--- src/hw/rtl/mlpcs_pkg.sv ---
// ----------------------------------------------------------------------------
// mlpcs_pkg
// Shared types, sizes, weight ROMs and exponent table for the MLP classifier.
// ----------------------------------------------------------------------------
package mlpcs_pkg;

    localparam int FEATURE_COUNT = 5;
    localparam int HIDDEN_COUNT  = 8;
    localparam int CLASS_COUNT   = 4;

    localparam int FEAT_W      = 16;
    localparam int WGT_W       = 16;
    localparam int HID_W       = 23;   // ReLU output, Q.8, never negative
    localparam int MUL_A_W     = 24;
    localparam int LOGIT_W     = 48;   // Q.21 accumulator
    localparam int PROB_W      = 16;
    localparam int CLASS_IDX_W = 2;
    localparam int EXP_W       = 17;   // exp result, Q.16, up to 65536
    localparam int SUM_W       = 19;
    localparam int T_W         = 25;
    localparam int NUM_W       = 34;
    localparam int CNT_W       = 6;

    localparam int S_TDATA_W = 80;
    localparam int M_TDATA_W = 88;

    typedef logic signed [WGT_W-1:0]   wgt_t;
    typedef logic signed [LOGIT_W-1:0] logit_t;
    typedef logit_t [CLASS_COUNT-1:0]  logit_vec_t;

    typedef enum logic [1:0] {F_IDLE, F_HID, F_OUT, F_PUSH} front_state_t;
    typedef enum logic [2:0] {B_IDLE, B_EXPT, B_EXPE, B_DLOAD, B_DIV, B_OUT} back_state_t;

    localparam logic [16:0] LOG2E_Q16 = 17'd94548;
    localparam logic [PROB_W-1:0] UNIFORM_PROB = PROB_W'(65536 / CLASS_COUNT);

    localparam wgt_t HID_WGT [HIDDEN_COUNT][FEATURE_COUNT] = '{
        '{  16'sd3441, -16'sd9175,   16'sd6963,  16'sd2540,  -16'sd410 },
        '{ -16'sd7291,  16'sd3686,  -16'sd1802,  16'sd8602,  16'sd5243 },
        '{   16'sd983,  16'sd7782, -16'sd11715, -16'sd1229,  16'sd1802 },
        '{  16'sd9011,  16'sd1229,   16'sd2703, -16'sd6717, -16'sd3359 },
        '{ -16'sd2703, -16'sd6144,   16'sd7455,  16'sd3604,  16'sd6717 },
        '{  16'sd5325, -16'sd1802,  -16'sd4997, -16'sd9421,  -16'sd737 },
        '{  -16'sd410,  16'sd9830,   16'sd3686,   16'sd901, -16'sd7537 },
        '{  16'sd6636, -16'sd4506,   -16'sd983,  16'sd5898,  16'sd3686 }
    };

    localparam wgt_t HID_BIAS [HIDDEN_COUNT] = '{
        -16'sd819, 16'sd2048, -16'sd410, 16'sd1229,
        -16'sd1638, 16'sd655, 16'sd983, -16'sd1475
    };

    localparam wgt_t OUT_WGT [CLASS_COUNT][HIDDEN_COUNT] = '{
        '{ 16'sd10240, -16'sd6717,  16'sd3604, -16'sd1229,
           16'sd7537, -16'sd3359,   16'sd901, -16'sd5325 },
        '{ -16'sd7537,  16'sd9421, -16'sd2703,  16'sd6717,
           -16'sd4506,  16'sd5816, -16'sd1802,  16'sd3604 },
        '{  16'sd1229, -16'sd3359, 16'sd10895, -16'sd7537,
           16'sd901,  16'sd8602, -16'sd6717,  16'sd2048 },
        '{ -16'sd4506, -16'sd1802, -16'sd7455,  16'sd9011,
           -16'sd6717, -16'sd1229,  16'sd9421, -16'sd7537 }
    };

    localparam wgt_t OUT_BIAS [CLASS_COUNT] = '{
        16'sd410, -16'sd819, 16'sd1638, -16'sd1229
    };

    // 2^(-k/16), Q.16
    localparam logic [EXP_W-1:0] EXP2_TAB [17] = '{
        17'd65536, 17'd62757, 17'd60097, 17'd57549, 17'd55109, 17'd52773,
        17'd50535, 17'd48393, 17'd46341, 17'd44376, 17'd42495, 17'd40693,
        17'd38968, 17'd37316, 17'd35734, 17'd34219, 17'd32768
    };

endpackage

--- src/hw/rtl/mlpcs_front.sv ---
// ----------------------------------------------------------------------------
// mlpcs_front
// Input buffer and both dense layers on one shared multiply-accumulate unit.
// ----------------------------------------------------------------------------
module mlpcs_front (
    input  logic                            clk,
    input  logic                            rst_n,
    input  logic                            s_tvalid,
    output logic                            s_tready,
    input  logic [mlpcs_pkg::S_TDATA_W-1:0] s_tdata,
    output logic                            lq_valid,
    input  logic                            lq_ready,
    output mlpcs_pkg::logit_vec_t           lq_data
);
    import mlpcs_pkg::*;

    front_state_t state_reg, state_next;

    logic                 xb_valid_reg;
    logic [S_TDATA_W-1:0] xb_reg;
    logic signed [FEAT_W-1:0] x_reg [FEATURE_COUNT];
    logic [HID_W-1:0]     h_reg [HIDDEN_COUNT];
    logic [2:0]           i_reg, j_reg;
    logit_t               acc_reg;
    logit_vec_t           logit_reg;

    logic                        take;
    logic signed [MUL_A_W-1:0]   mul_a;
    wgt_t                        mul_b;
    logic signed [MUL_A_W+WGT_W-1:0] prod;
    logit_t                      sum, sum_rnd;
    logic                        last_j, last_i;
    logic [2:0]                  i_inc;

    assign s_tready = !xb_valid_reg;
    assign take     = (state_reg == F_IDLE) && xb_valid_reg;
    assign lq_valid = (state_reg == F_PUSH);
    assign lq_data  = logit_reg;
    assign i_inc    = i_reg + 3'd1;

    always_comb
    begin
        if (state_reg == F_OUT)
        begin
            mul_a = $signed({1'b0, h_reg[j_reg]});
            mul_b = OUT_WGT[i_reg[1:0]][j_reg];
        end
        else
        begin
            mul_a = MUL_A_W'(x_reg[j_reg]);
            mul_b = HID_WGT[i_reg][j_reg];
        end
        prod    = mul_a * mul_b;
        sum     = acc_reg + LOGIT_W'(prod);
        sum_rnd = sum + logit_t'(4096);
        last_j  = (state_reg == F_OUT) ? (j_reg == 3'(HIDDEN_COUNT - 1))
                                       : (j_reg == 3'(FEATURE_COUNT - 1));
        last_i  = (state_reg == F_OUT) ? (i_reg == 3'(CLASS_COUNT - 1))
                                       : (i_reg == 3'(HIDDEN_COUNT - 1));
    end

    always_comb
    begin
        state_next = state_reg;
        unique case (state_reg)
            F_IDLE: if (take) state_next = F_HID;
            F_HID:  if (last_j && last_i) state_next = F_OUT;
            F_OUT:  if (last_j && last_i) state_next = F_PUSH;
            F_PUSH: if (lq_ready) state_next = F_IDLE;
            default: state_next = F_IDLE;
        endcase
    end

    always_ff @(posedge clk or negedge rst_n)
    begin
        if (!rst_n)
        begin
            state_reg    <= F_IDLE;
            xb_valid_reg <= 1'b0;
        end
        else
        begin
            state_reg <= state_next;
            if (s_tvalid && s_tready)
                xb_valid_reg <= 1'b1;
            else if (take)
                xb_valid_reg <= 1'b0;
        end
    end

    always_ff @(posedge clk)
    begin
        if (s_tvalid && s_tready)
            xb_reg <= s_tdata;
        case (state_reg)
            F_IDLE:
            begin
                for (int k = 0; k < FEATURE_COUNT; k++)
                    x_reg[k] <= xb_reg[k*FEAT_W +: FEAT_W];
                i_reg   <= 3'd0;
                j_reg   <= 3'd0;
                acc_reg <= logit_t'(HID_BIAS[0]) <<< 8;
            end
            F_HID:
            begin
                if (last_j)
                begin
                    h_reg[i_reg] <= (sum > 0) ? sum_rnd[HID_W+12:13] : '0;
                    j_reg <= 3'd0;
                    if (last_i)
                    begin
                        i_reg   <= 3'd0;
                        acc_reg <= logit_t'(OUT_BIAS[0]) <<< 8;
                    end
                    else
                    begin
                        i_reg   <= i_inc;
                        acc_reg <= logit_t'(HID_BIAS[i_inc]) <<< 8;
                    end
                end
                else
                begin
                    j_reg   <= j_reg + 3'd1;
                    acc_reg <= sum;
                end
            end
            F_OUT:
            begin
                if (last_j)
                begin
                    logit_reg[i_reg[1:0]] <= sum;
                    j_reg   <= 3'd0;
                    i_reg   <= i_inc;
                    acc_reg <= logit_t'(OUT_BIAS[i_inc[1:0]]) <<< 8;
                end
                else
                begin
                    j_reg   <= j_reg + 3'd1;
                    acc_reg <= sum;
                end
            end
            default: ;
        endcase
    end

endmodule

--- src/hw/rtl/mlpcs_queue.sv ---
// ----------------------------------------------------------------------------
// mlpcs_queue
// Two-entry logit queue between the layer engine and the softmax engine.
// ----------------------------------------------------------------------------
module mlpcs_queue (
    input  logic                  clk,
    input  logic                  rst_n,
    input  logic                  in_valid,
    output logic                  in_ready,
    input  mlpcs_pkg::logit_vec_t in_data,
    output logic                  out_valid,
    input  logic                  out_ready,
    output mlpcs_pkg::logit_vec_t out_data
);
    import mlpcs_pkg::*;

    logit_vec_t mem [2];
    logic       wr_ptr_reg, rd_ptr_reg;
    logic [1:0] count_reg;
    logic       push, pop;

    assign in_ready  = (count_reg != 2'd2);
    assign out_valid = (count_reg != 2'd0);
    assign out_data  = mem[rd_ptr_reg];
    assign push      = in_valid && in_ready;
    assign pop       = out_valid && out_ready;

    always_ff @(posedge clk or negedge rst_n)
    begin
        if (!rst_n)
        begin
            wr_ptr_reg <= 1'b0;
            rd_ptr_reg <= 1'b0;
            count_reg  <= 2'd0;
        end
        else
        begin
            if (push)
                wr_ptr_reg <= !wr_ptr_reg;
            if (pop)
                rd_ptr_reg <= !rd_ptr_reg;
            if (push && !pop)
                count_reg <= count_reg + 2'd1;
            else if (pop && !push)
                count_reg <= count_reg - 2'd1;
        end
    end

    always_ff @(posedge clk)
    begin
        if (push)
            mem[wr_ptr_reg] <= in_data;
    end

endmodule

--- src/hw/rtl/mlpcs_back.sv ---
// ----------------------------------------------------------------------------
// mlpcs_back
// Softmax: max, table exponent, serial divide, argmax and output register.
// ----------------------------------------------------------------------------
module mlpcs_back (
    input  logic                            clk,
    input  logic                            rst_n,
    input  logic                            lq_valid,
    output logic                            lq_ready,
    input  mlpcs_pkg::logit_vec_t           lq_data,
    output logic                            m_tvalid,
    input  logic                            m_tready,
    output logic [mlpcs_pkg::M_TDATA_W-1:0] m_tdata
);
    import mlpcs_pkg::*;

    back_state_t state_reg, state_next;

    logit_vec_t           l_reg;
    logit_t               mx_reg;
    logic [1:0]           c_reg;
    logic [T_W-1:0]       t_reg;
    logic [EXP_W-1:0]     e_reg [CLASS_COUNT];
    logic [SUM_W-1:0]     sum_reg;
    logic [NUM_W-1:0]     num_reg;
    logic [SUM_W-1:0]     rem_reg;
    logic [CNT_W-1:0]     cnt_reg;
    logic [PROB_W-1:0]    p_reg [CLASS_COUNT];
    logic                 m_tvalid_reg;
    logic [M_TDATA_W-1:0] m_tdata_reg;

    logit_t            mx_in, diff;
    logic [23:0]       d24;
    logic [40:0]       t_prod;
    logic [8:0]        n;
    logic [4:0]        k;
    logic [EXP_W-1:0]  tab_a, tab_b, tab_d, v, e_val;
    logic [28:0]       interp;
    logic [SUM_W:0]    rem_sh;
    logic              ge;
    logic [NUM_W-1:0]  quo;
    logic [PROB_W-1:0] p_val, best_p;
    logic [1:0]        best;
    logic              last_c, load_out;

    assign lq_ready = (state_reg == B_IDLE);
    assign m_tvalid = m_tvalid_reg;
    assign m_tdata  = m_tdata_reg;
    assign last_c   = (c_reg == 2'(CLASS_COUNT - 1));
    assign load_out = (state_reg == B_OUT) && (!m_tvalid_reg || m_tready);

    always_comb
    begin
        mx_in = lq_data[0];
        for (int i = 1; i < CLASS_COUNT; i++)
            if ($signed(lq_data[i]) > $signed(mx_in))
                mx_in = lq_data[i];

        // exp(-d): d*log2(e) split into shift and table fraction
        diff   = mx_reg - l_reg[c_reg];
        d24    = (|diff[LOGIT_W-1:29]) ? 24'hFFFFFF : diff[28:5];
        t_prod = 41'(d24) * 41'(LOG2E_Q16) + 41'd32768;
        n      = t_reg[T_W-1:16];
        k      = {1'b0, t_reg[15:12]};
        tab_a  = EXP2_TAB[k];
        tab_b  = EXP2_TAB[k + 5'd1];
        tab_d  = tab_a - tab_b;
        interp = 29'(tab_d[11:0]) * 29'(t_reg[11:0]) + 29'd2048;
        v      = tab_a - EXP_W'(interp[28:12]);
        e_val  = (n >= 9'd17) ? '0 : (v >> n[4:0]);

        // one restoring divide step
        rem_sh = {rem_reg, num_reg[NUM_W-1]};
        ge     = (rem_sh >= {1'b0, sum_reg});
        quo    = {num_reg[NUM_W-2:0], ge};
        if (sum_reg == '0)
            p_val = UNIFORM_PROB;
        else if (|quo[NUM_W-1:PROB_W])
            p_val = '1;
        else
            p_val = quo[PROB_W-1:0];

        best   = 2'd0;
        best_p = p_reg[0];
        for (int i = 1; i < CLASS_COUNT; i++)
            if (p_reg[i] > best_p)
            begin
                best_p = p_reg[i];
                best   = 2'(i);
            end
    end

    always_comb
    begin
        state_next = state_reg;
        unique case (state_reg)
            B_IDLE:  if (lq_valid) state_next = B_EXPT;
            B_EXPT:  state_next = B_EXPE;
            B_EXPE:  state_next = last_c ? B_DLOAD : B_EXPT;
            B_DLOAD: state_next = B_DIV;
            B_DIV:   if (cnt_reg == CNT_W'(NUM_W - 1))
                         state_next = last_c ? B_OUT : B_DLOAD;
            B_OUT:   if (load_out) state_next = B_IDLE;
            default: state_next = B_IDLE;
        endcase
    end

    always_ff @(posedge clk or negedge rst_n)
    begin
        if (!rst_n)
        begin
            state_reg    <= B_IDLE;
            m_tvalid_reg <= 1'b0;
        end
        else
        begin
            state_reg <= state_next;
            if (load_out)
                m_tvalid_reg <= 1'b1;
            else if (m_tready)
                m_tvalid_reg <= 1'b0;
        end
    end

    always_ff @(posedge clk)
    begin
        case (state_reg)
            B_IDLE:
            begin
                l_reg   <= lq_data;
                mx_reg  <= mx_in;
                c_reg   <= 2'd0;
                sum_reg <= '0;
            end
            B_EXPT:
                t_reg <= t_prod[40:16];
            B_EXPE:
            begin
                e_reg[c_reg] <= e_val;
                sum_reg      <= sum_reg + SUM_W'(e_val);
                c_reg        <= c_reg + 2'd1;
            end
            B_DLOAD:
            begin
                num_reg <= {1'b0, e_reg[c_reg], 16'd0} + NUM_W'(sum_reg >> 1);
                rem_reg <= '0;
                cnt_reg <= '0;
            end
            B_DIV:
            begin
                rem_reg <= ge ? SUM_W'(rem_sh - {1'b0, sum_reg}) : rem_sh[SUM_W-1:0];
                num_reg <= quo;
                cnt_reg <= cnt_reg + CNT_W'(1);
                if (cnt_reg == CNT_W'(NUM_W - 1))
                begin
                    p_reg[c_reg] <= p_val;
                    c_reg        <= c_reg + 2'd1;
                end
            end
            default: ;
        endcase
        if (load_out)
            m_tdata_reg <= {6'd0, best_p, best, p_reg[3], p_reg[2], p_reg[1], p_reg[0]};
    end

endmodule

--- src/hw/rtl/mlp_classifier_softmax_argmax.sv ---
// ----------------------------------------------------------------------------
// mlp_classifier_softmax_argmax
// Two-layer perceptron (5-8-4, ReLU) with fixed-point softmax and argmax.
// ----------------------------------------------------------------------------
//  channel  dir  handshake           payload
//  s_*      in   s_tvalid/s_tready   s_tdata: feature_0..feature_4
//  m_*      out  m_tvalid/m_tready   m_tdata: prob_0..3, top_class, confidence
//
//  Layer engine: one shared MAC runs the hidden, then the output layer;
//  a new vector is buffered meanwhile, and the logits wait for the queue.
//  Softmax engine: takes a vector, finds each class exponent, runs a
//  bit-serial divide per class, then loads the output register.
//  The two engines run on different vectors; a two-entry queue sits between.
//  rst_n clears control state asynchronously; a stalled output holds.
// ----------------------------------------------------------------------------
module mlp_classifier_softmax_argmax (
    input  logic                            clk,
    input  logic                            rst_n,
    input  logic                            s_tvalid,
    output logic                            s_tready,
    // feature_0 [15:0] .. feature_4 [79:64], signed Q7.8
    input  logic [mlpcs_pkg::S_TDATA_W-1:0] s_tdata,
    output logic                            m_tvalid,
    input  logic                            m_tready,
    // prob_0 [15:0], prob_1, prob_2, prob_3 [63:48], top_class [65:64],
    // confidence [81:66], zero pad [87:82]
    output logic [mlpcs_pkg::M_TDATA_W-1:0] m_tdata
);
    import mlpcs_pkg::*;

    logic       fq_valid, fq_ready, qb_valid, qb_ready;
    logit_vec_t fq_data, qb_data;

    mlpcs_front u_front (
        .clk      (clk),
        .rst_n    (rst_n),
        .s_tvalid (s_tvalid),
        .s_tready (s_tready),
        .s_tdata  (s_tdata),
        .lq_valid (fq_valid),
        .lq_ready (fq_ready),
        .lq_data  (fq_data)
    );

    mlpcs_queue u_queue (
        .clk       (clk),
        .rst_n     (rst_n),
        .in_valid  (fq_valid),
        .in_ready  (fq_ready),
        .in_data   (fq_data),
        .out_valid (qb_valid),
        .out_ready (qb_ready),
        .out_data  (qb_data)
    );

    mlpcs_back u_back (
        .clk      (clk),
        .rst_n    (rst_n),
        .lq_valid (qb_valid),
        .lq_ready (qb_ready),
        .lq_data  (qb_data),
        .m_tvalid (m_tvalid),
        .m_tready (m_tready),
        .m_tdata  (m_tdata)
    );

`ifndef ASSERT_OFF
    // confidence is the probability at top_class
    a_conf_match: assert property (@(posedge clk) disable iff (!rst_n)
        m_tvalid |-> ((m_tdata[65:64] == 2'd0 && m_tdata[81:66] == m_tdata[15:0]) ||
                      (m_tdata[65:64] == 2'd1 && m_tdata[81:66] == m_tdata[31:16]) ||
                      (m_tdata[65:64] == 2'd2 && m_tdata[81:66] == m_tdata[47:32]) ||
                      (m_tdata[65:64] == 2'd3 && m_tdata[81:66] == m_tdata[63:48])))
        else $error("confidence does not match top_class");

    // confidence is the largest probability
    a_conf_max: assert property (@(posedge clk) disable iff (!rst_n)
        m_tvalid |-> (m_tdata[81:66] >= m_tdata[15:0] && m_tdata[81:66] >= m_tdata[31:16] &&
                      m_tdata[81:66] >= m_tdata[47:32] && m_tdata[81:66] >= m_tdata[63:48]))
        else $error("confidence below some probability");

    // a stalled output transaction holds its data
    a_out_hold: assert property (@(posedge clk) disable iff (!rst_n)
        (m_tvalid && !m_tready) |=> (m_tvalid && $stable(m_tdata)))
        else $error("output changed while stalled");
`endif

endmodule

--- config.mk ---
export PLATFORM = sky130hd
export DESIGN_NAME = mlp_classifier_softmax_argmax
export DESIGN_NICKNAME = d
export VERILOG_FILES = /design/src/hw/rtl/mlpcs_pkg.sv /design/src/hw/rtl/mlpcs_front.sv /design/src/hw/rtl/mlpcs_queue.sv /design/src/hw/rtl/mlpcs_back.sv /design/src/hw/rtl/mlp_classifier_softmax_argmax.sv
export SDC_FILE = /design/constraint.sdc
export NUM_CORES = 2
export LEC_CHECK = 0
export ABC_AREA = 1
export BUFFER_PORTS_ARGS = -buffer_cell sky130_fd_sc_hd__buf_2
export CORE_MARGIN = 2
export CORE_UTILIZATION = 62
export CTS_BUF_LIST = sky130_fd_sc_hd__clkbuf_4 sky130_fd_sc_hd__clkbuf_8
export CTS_CLUSTER_DIAMETER = 100
export DETAILED_ROUTE_END_ITERATION = 8
export PLACE_DENSITY = 0.84
export SYNTH_ARGS = -nofsm -noshare
export SYNTH_HDL_FRONTEND = slang
export SYNTH_SLANG_ARGS = --single-unit
--- constraint.sdc ---
create_clock -name clk -period 17 [get_ports clk]
set_input_delay 3.4 -clock clk [delete_from_list [all_inputs] [get_ports clk]]
set_output_delay 3.4 -clock clk [all_outputs]
set_load 0.1 [all_outputs]
# ---- Word level (Yosys, flattened, before mapping)
# Memory sizes are Yosys's and may differ from the RTL's. A register that Yosys moved wholly into a read port is not among the register bits.
# Index checks and enable logic that the tools add are counted.
dict set report word_totals {
  ff_bits 764
  ramBits 780
  romBits 1856
  in_bits 84
  output_inout_bits 90
  word_cells 237
  mem_count 9
}
dict set report classes {
  add_sub_neg 17
  multipliers 3
  n_lt_le_gt_ge 19
  n_eq_ne 24
  shifts 1
  n_mux 91
  n_bitwise 7
  reduce_logical 37
}
# memory depth width rd rd_ports_with_merged_regs write_ports line_no
set mem_list {}
lappend mem_list {{(no name shown)} 8 80 1 0 0 mlpcs_front.sv:51} ;# mul_b = HID_WGT[i_reg][j_reg];
lappend mem_list {{(no name shown)} 32 17 1 0 0 mlpcs_back.sv:65} ;# tab_a = EXP2_TAB[k];
lappend mem_list {{(no name shown)} 32 17 1 0 0 mlpcs_back.sv:66} ;# tab_b = EXP2_TAB[k + 5'd1];
lappend mem_list {u_queue.mem 2 192 1 0 1 mlpcs_queue.sv:17} ;# logit_vec_t mem [2];
lappend mem_list {u_front.h_reg 8 23 1 1 1 mlpcs_front.sv:22} ;# logic [HID_W-1:0] h_reg [HIDDEN_COUNT];
lappend mem_list {{(no name shown)} 8 16 1 0 0 mlpcs_front.sv:118} ;# acc_reg <= logit_t'(HID_BIAS[i_inc]) <<< 8;
lappend mem_list {{+3 memories} - - - - - -}
# operator count
set ops {}
lappend ops {{$mux W48} 8}
lappend ops {{$bmux W128 S2} 1}
lappend ops {{$mux W128} 2}
lappend ops {{$mux W16} 14}
lappend ops {{$bwmux W192} 1}
lappend ops {{$mux W80} 2}
lappend ops {{$gt A48 B48 Y1} 3}
lappend ops {{$pmux W48 S3} 1}
lappend ops {{$bmux W16 S3} 2}
lappend ops {{$bmux W48 S2} 1}
lappend ops {{$demux W48 S2} 1}
lappend ops {{$pmux W19 S2} 2}
lappend ops {{$pmux W34 S2} 1}
lappend ops {{$mux W17} 3}
lappend ops {{$add A48 B40 Y48} 1}
lappend ops {{$gt A16 B16 Y1} 3}
lappend ops {{$gt A48 B1 Y1 const B} 1}
lappend ops {{$mux W24} 2}
lappend ops {{$sub A48 B48 Y48} 1}
lappend ops {{$add A41 B16 Y41 const B} 1}
lappend ops {{$mul A24 B16 Y40} 1}
lappend ops {{$mul A24 B15 Y39 const B} 1}
lappend ops {{$add A36 B14 Y36 const B} 1}
lappend ops {{$add A33 B18 Y34} 1}
lappend ops {{58 further kinds} 144}

# ---- Depth between registers and ports, before layout
dict set report logic_depth {
  word_depth 13
  ltp_mapped 75
  ltp_nobuf 73
}

# ---- By module
# From an unflattened synthesis, not the netlist that was laid out.
dict set report unflattened {
  cells_unflattened 10690
  hier_area_um2 103838.3
}
# mod instances cells_each area_each_um2 seq_area_each_um2
set modules_own_cells {}
lappend modules_own_cells {mlpcs_back 1 5452 47685.7 16926.2}
lappend modules_own_cells {mlpcs_front 1 4206 41865.2 17852.1}
lappend modules_own_cells {mlpcs_queue 1 1032 14287.5 11631.2}

# ---- Worst setup path before layout
# Ideal clock, no wire load.
dict set report synth_path {
  path_kind {flip-flop to flip-flop}
  startpoint {register u_back.state_reg[0]}
  endpoint {register u_queue.count_reg[1]}
  setup_ns 0.124
  t_arrival_ns 13.641
  required_ns 16.876
  path_slack_ns 3.235
  path_stages_with_launch 9
  n_path_buf 0
  synth_period_minus_slack_ns 13.765
  cell_sequence {dfrtp_1 -> nor2_1 -> inv_1 -> nor2_1 -> o21ai_0 -> ha_1 -> a21oi_1 -> o21ai_0 -> xnor2_1}
}
dict set report synth_between {
  elab_chain_len 5
  word_cells_on_any_way 7
  classes_between {mux (1); reduce/logical (6)}
}
# item line_no
set synth_rtl {}
lappend synth_rtl {{from (decl)} mlpcs_back.sv:17} ;# back_state_t state_reg, state_next;
lappend synth_rtl {{from (signal assigned)} mlpcs_back.sv:117} ;# state_reg <= state_next;
lappend synth_rtl {{$logic_not A3 Y1 (*)} mlpcs_back.sv:46} ;# assign lq_ready = (state_reg == B_IDLE);
lappend synth_rtl {{$logic_and A1 B1 Y1 (*)} mlpcs_queue.sv:26} ;# assign pop = out_valid && out_ready;
lappend synth_rtl {{$logic_not A1 Y1} mlpcs_queue.sv:42} ;# if (push && !pop)
lappend synth_rtl {{$logic_and A1 B1 Y1} mlpcs_queue.sv:42}
lappend synth_rtl {{$mux W2 / $reduce_bool A2 Y1 (equally long branches)} -}
lappend synth_rtl {{to (signal assigned)} mlpcs_queue.sv:43} ;# count_reg <= count_reg + 2'd1;
lappend synth_rtl {{to (signal assigned)} mlpcs_queue.sv:45} ;# count_reg <= count_reg - 2'd1;
lappend synth_rtl {{to (decl)} mlpcs_queue.sv:19} ;# logic [1:0] count_reg;
# Every way passes the cells marked *; elsewhere a longest branch is shown, timed or not.
# A chain may end at the register's enable or synchronous reset.

# ---- Final worst setup path
dict set report layout_path {
  startpoint {register u_back.t_reg[12]}
  endpoint {register u_back.sum_reg[14], data pin}
}
dict set report layout_between {
  elab_chain_len 13
  word_cells_on_any_way 17
  classes_between {add/sub (5); mul (1); shift (1); mux (6); bitwise (2); memory (2)}
}
# item line_no
set layout_rtl {}
lappend layout_rtl {{from (decl)} mlpcs_back.sv:22} ;# logic [T_W-1:0] t_reg;
lappend layout_rtl {{from (signal assigned)} mlpcs_back.sv:136} ;# t_reg <= t_prod[40:16];
lappend layout_rtl {{$add A4 B1 Y5} mlpcs_back.sv:66}
lappend layout_rtl {{$not A5 Y6 (not written as such)} mlpcs_back.sv:66}
lappend layout_rtl {{$mem_v2 Z32 W17} -}
lappend layout_rtl {{$mux W12 (not written as such) (2 in a row)} mlpcs_back.sv:66}
lappend layout_rtl {{$sub A12 B12 Y12} mlpcs_back.sv:67} ;# tab_d = tab_a - tab_b;
lappend layout_rtl {{$mul A12 B12 Y24} mlpcs_back.sv:68} ;# interp = 29'(tab_d[11:0]) * 29'(t_reg[11:0]) + 29'd2048;
lappend layout_rtl {{$add A24 B12 Y25} mlpcs_back.sv:68}
lappend layout_rtl {{$sub A17 B13 Y17 (*)} mlpcs_back.sv:69} ;# v = tab_a - EXP_W'(interp[28:12]);
lappend layout_rtl {{$shr A17 B5 Y17 (*)} mlpcs_back.sv:70} ;# e_val = (n >= 9'd17) ? '0 : (v >> n[4:0]);
lappend layout_rtl {{$mux W17 (*)} mlpcs_back.sv:70}
lappend layout_rtl {{net u_back.e_val[0]} mlpcs_back.sv:37} ;# logic [EXP_W-1:0] tab_a, tab_b, tab_d, v, e_val;
lappend layout_rtl {{$add A19 B17 Y19 (*)} mlpcs_back.sv:140} ;# sum_reg <= sum_reg + SUM_W'(e_val);
lappend layout_rtl {{$pmux W19 S2 (*)} mlpcs_back.sv:127} ;# case (state_reg)
lappend layout_rtl {{to (signal assigned)} mlpcs_back.sv:140}
lappend layout_rtl {{to (decl)} mlpcs_back.sv:24} ;# logic [SUM_W-1:0] sum_reg;
# Mark *: on every way through the listed nets, which the timed path passes. The rest lies on a longest branch. The select of a mux whose other input is x is not followed.

==> metrics.txt <==
Synth Area per Inst 9.98 sq um; period utilisation layout 85.5%; global-route track usage on met1 42.5%; number of flip-flops under the largest register name 384; First-pass DRT Iterations 6; Final Critical Period about 15000 ps; grt total ovfl 0; leading area contributor after synthesis edfxtp_1; unrepaired setup endpoints after global routing false; dominant cells by area after synthesis edfxtp_1, fa_1, ha_1; CTS Buf Count around 230; routability cong. approximately 1.1; Worst Clk Skew ~87 ps; H-tree depth 4; first-pass GRT wire length between 400 and 500 mm; busiest grt layer met2; # rows 148; number of top-level pins 174; final net count 11900; Largest delay share family, worst path adder cells; Syn. warnings 0; Hold Worst Slack between 400 and 500 ps; Placeable Area between 150000 and 200000 sq um; Critical Path RT 17810 ps; share of flip-flops with an asynchronous set or reset 0.710%; crit-path most repeated cell nand2_1; drt wl/cell 23.7 microns; failing checks max-capacitance violations; Die Ht a little over 400 microns; Synth cell types 75; Max Slew Vio Count 0; critical path startpoint category flip-flop; synthesis-stage register bit count 1549; post-DP HPWL 227 mm; Initial DRC Count 9247; top_reg_cell synth edfxtp_1; Yosys top cell area share about 45%; CP Capture Type flip-flop; status finished, violations left; Crit Path Max Fanout 16; Max Freq 68.8 MHz; Slowest-stage cell, CP xor2_1; Synth Cell Area 102000 sq um; met2 Usage GRT 59.7%; Final Hold Viols 0; maxcap violations 1; routed wire length 304 mm; CP Class flip-flop to flip-flop; vias in the first global route 79500; die area 168000 sq um; Worst Hold Class flip-flop to flip-flop; CTS tree built; share of layout cells above drive strength 1 8.32%; vias per inst 6.09; multi-input logic area 48700 sq um; hold buffer count at cts 0; Tightest Pin Transition 1480 ps; Routed Antenna Nets 0; layout filler cell count roughly 12000; drc violations 0; Critical Path AT 15340 ps; pin count of the biggest net entering global routing roughly 150; WP buf/inv 8; IO buf count 167; TNS Setup 0 ps; most frequent cells in the layout nand2_1, inv_1, edfxtp_1, nor2_1, ha_1; Total GRT Usage 36.4%; max_slew headroom 1.08%; die width 410 microns; sequential standard cell area approximately 46000 sq um; Root Driver clkbuf_8; CTS Sinks 1549; antenna violations before repair 18; endpoints failing setup 0; register area share after synthesis 45.5%; Syn Inst Count 10200; clk_lat worst skew roughly 1000 ps; Largest stage delay, worst path 780 ps; post-cts resize count 0; clk buf depth 3; EDFF count, synth 1533; Syn-to-layout area delta 8.02%; vias 78100; GRT met3 Usage 7.76%; clock slew at reported path FFs 80 ps; commonest non-fill, non-tap cell in the layout nand2_1; Initial Utilization 62.6%; postcts setup bufs 0
layout make-up:
type	instances	share of cell area [%]
Antenna cell	8	0.0182
Clock buffer	305	3.44
Clock inverter	122	0.892
Inverter	1592	5.42
Multi-Input combinational cell	6789	44.1
Sequential cell	1549	42.1
Tap cell	2175	2.47
Timing Repair Buffer	274	1.52
logic make-up (layout without fill, tap and decap cells):
family / Yosys count / after routing / share of synthesized area [%]
simple gates: 3717 / 3717 / 15.2
other cells: 1 / 14 / 0.00367
mux: 50 / 50 / 0.490
compound gates: 1445 / 1445 / 8.22
xor+xnor: 186 / 186 / 1.64
fa+ha+maj: 1385 / 1385 / 21.9
buf+inv: 1898 / 2293 / 7.10
flops: 1549 / 1549 / 45.5
stage by stage:
stage,instance area (sq um),setup slack (ps),utilization (%),instances
floorplan,102000,3230,-,10200
global placement,105000,2550,64.6,12400
detailed placement,105000,2610,64.6,12400
CTS,110000,2550,67.6,12800
global route,110000,975,67.6,12800
finish,110000,2470,67.6,12800
worst paths after layout:
path	start	end	slack (ps)	cells after the start
max in group asynchronous	rst_n	u_queue.rd_ptr_reg$_DFFE_PN0P_	14180	1
min	u_front.xb_reg[5]$_DFFE_PP_	u_front.x_reg[0][5]$_DFFE_PP_	400	0
min reg2reg	u_front.xb_reg[5]$_DFFE_PP_	u_front.x_reg[0][5]$_DFFE_PP_	400	0
min in group asynchronous	rst_n	u_front.xb_valid_reg$_DFFE_PN0P_	2390	1
max	u_back.t_reg[12]$_DFFE_PP_	u_back.sum_reg[14]$_SDFFCE_PN0P_	2470	69
max reg2reg	u_back.t_reg[12]$_DFFE_PP_	u_back.sum_reg[14]$_SDFFCE_PN0P_	2470	69
worst reg2reg max path: cells and delay by family (launching register included):
| family | cells | cell delay [ps] |
|---|---|---|
| adders and majority gates | 13 | 5230 |
| AOI/OAI and AO/OA | 21 | 4070 |
| and+or+nand+nor | 24 | 2520 |
| xor gates and xnor gates | 3 | 1190 |
| buffers and inverters | 8 | 780 |
| DFF | 1 | 630 |
routing by layer:
metal  wire length (microns)  vias to the layer above
li1                        -                    34600
met2                  143000                     4817
met4                   26200                       10
met3                   28300                     1267
met1                  106000                    37400
met5                      69                        -
cells in the mapped netlist, drive strengths merged, types with 92 or more instances:
library cell  number
clkbuf           214
nand2           2049
buf               92
inv             1579
fa               672
or2              120
ha               713
xor2             123
edfxtp          1533
nand3            490
o21ai            525
nor2             833
a21oi            558
Power is not shown: default switching activity piles up to over one toggle a cycle in this logic, so the estimate is an artifact.
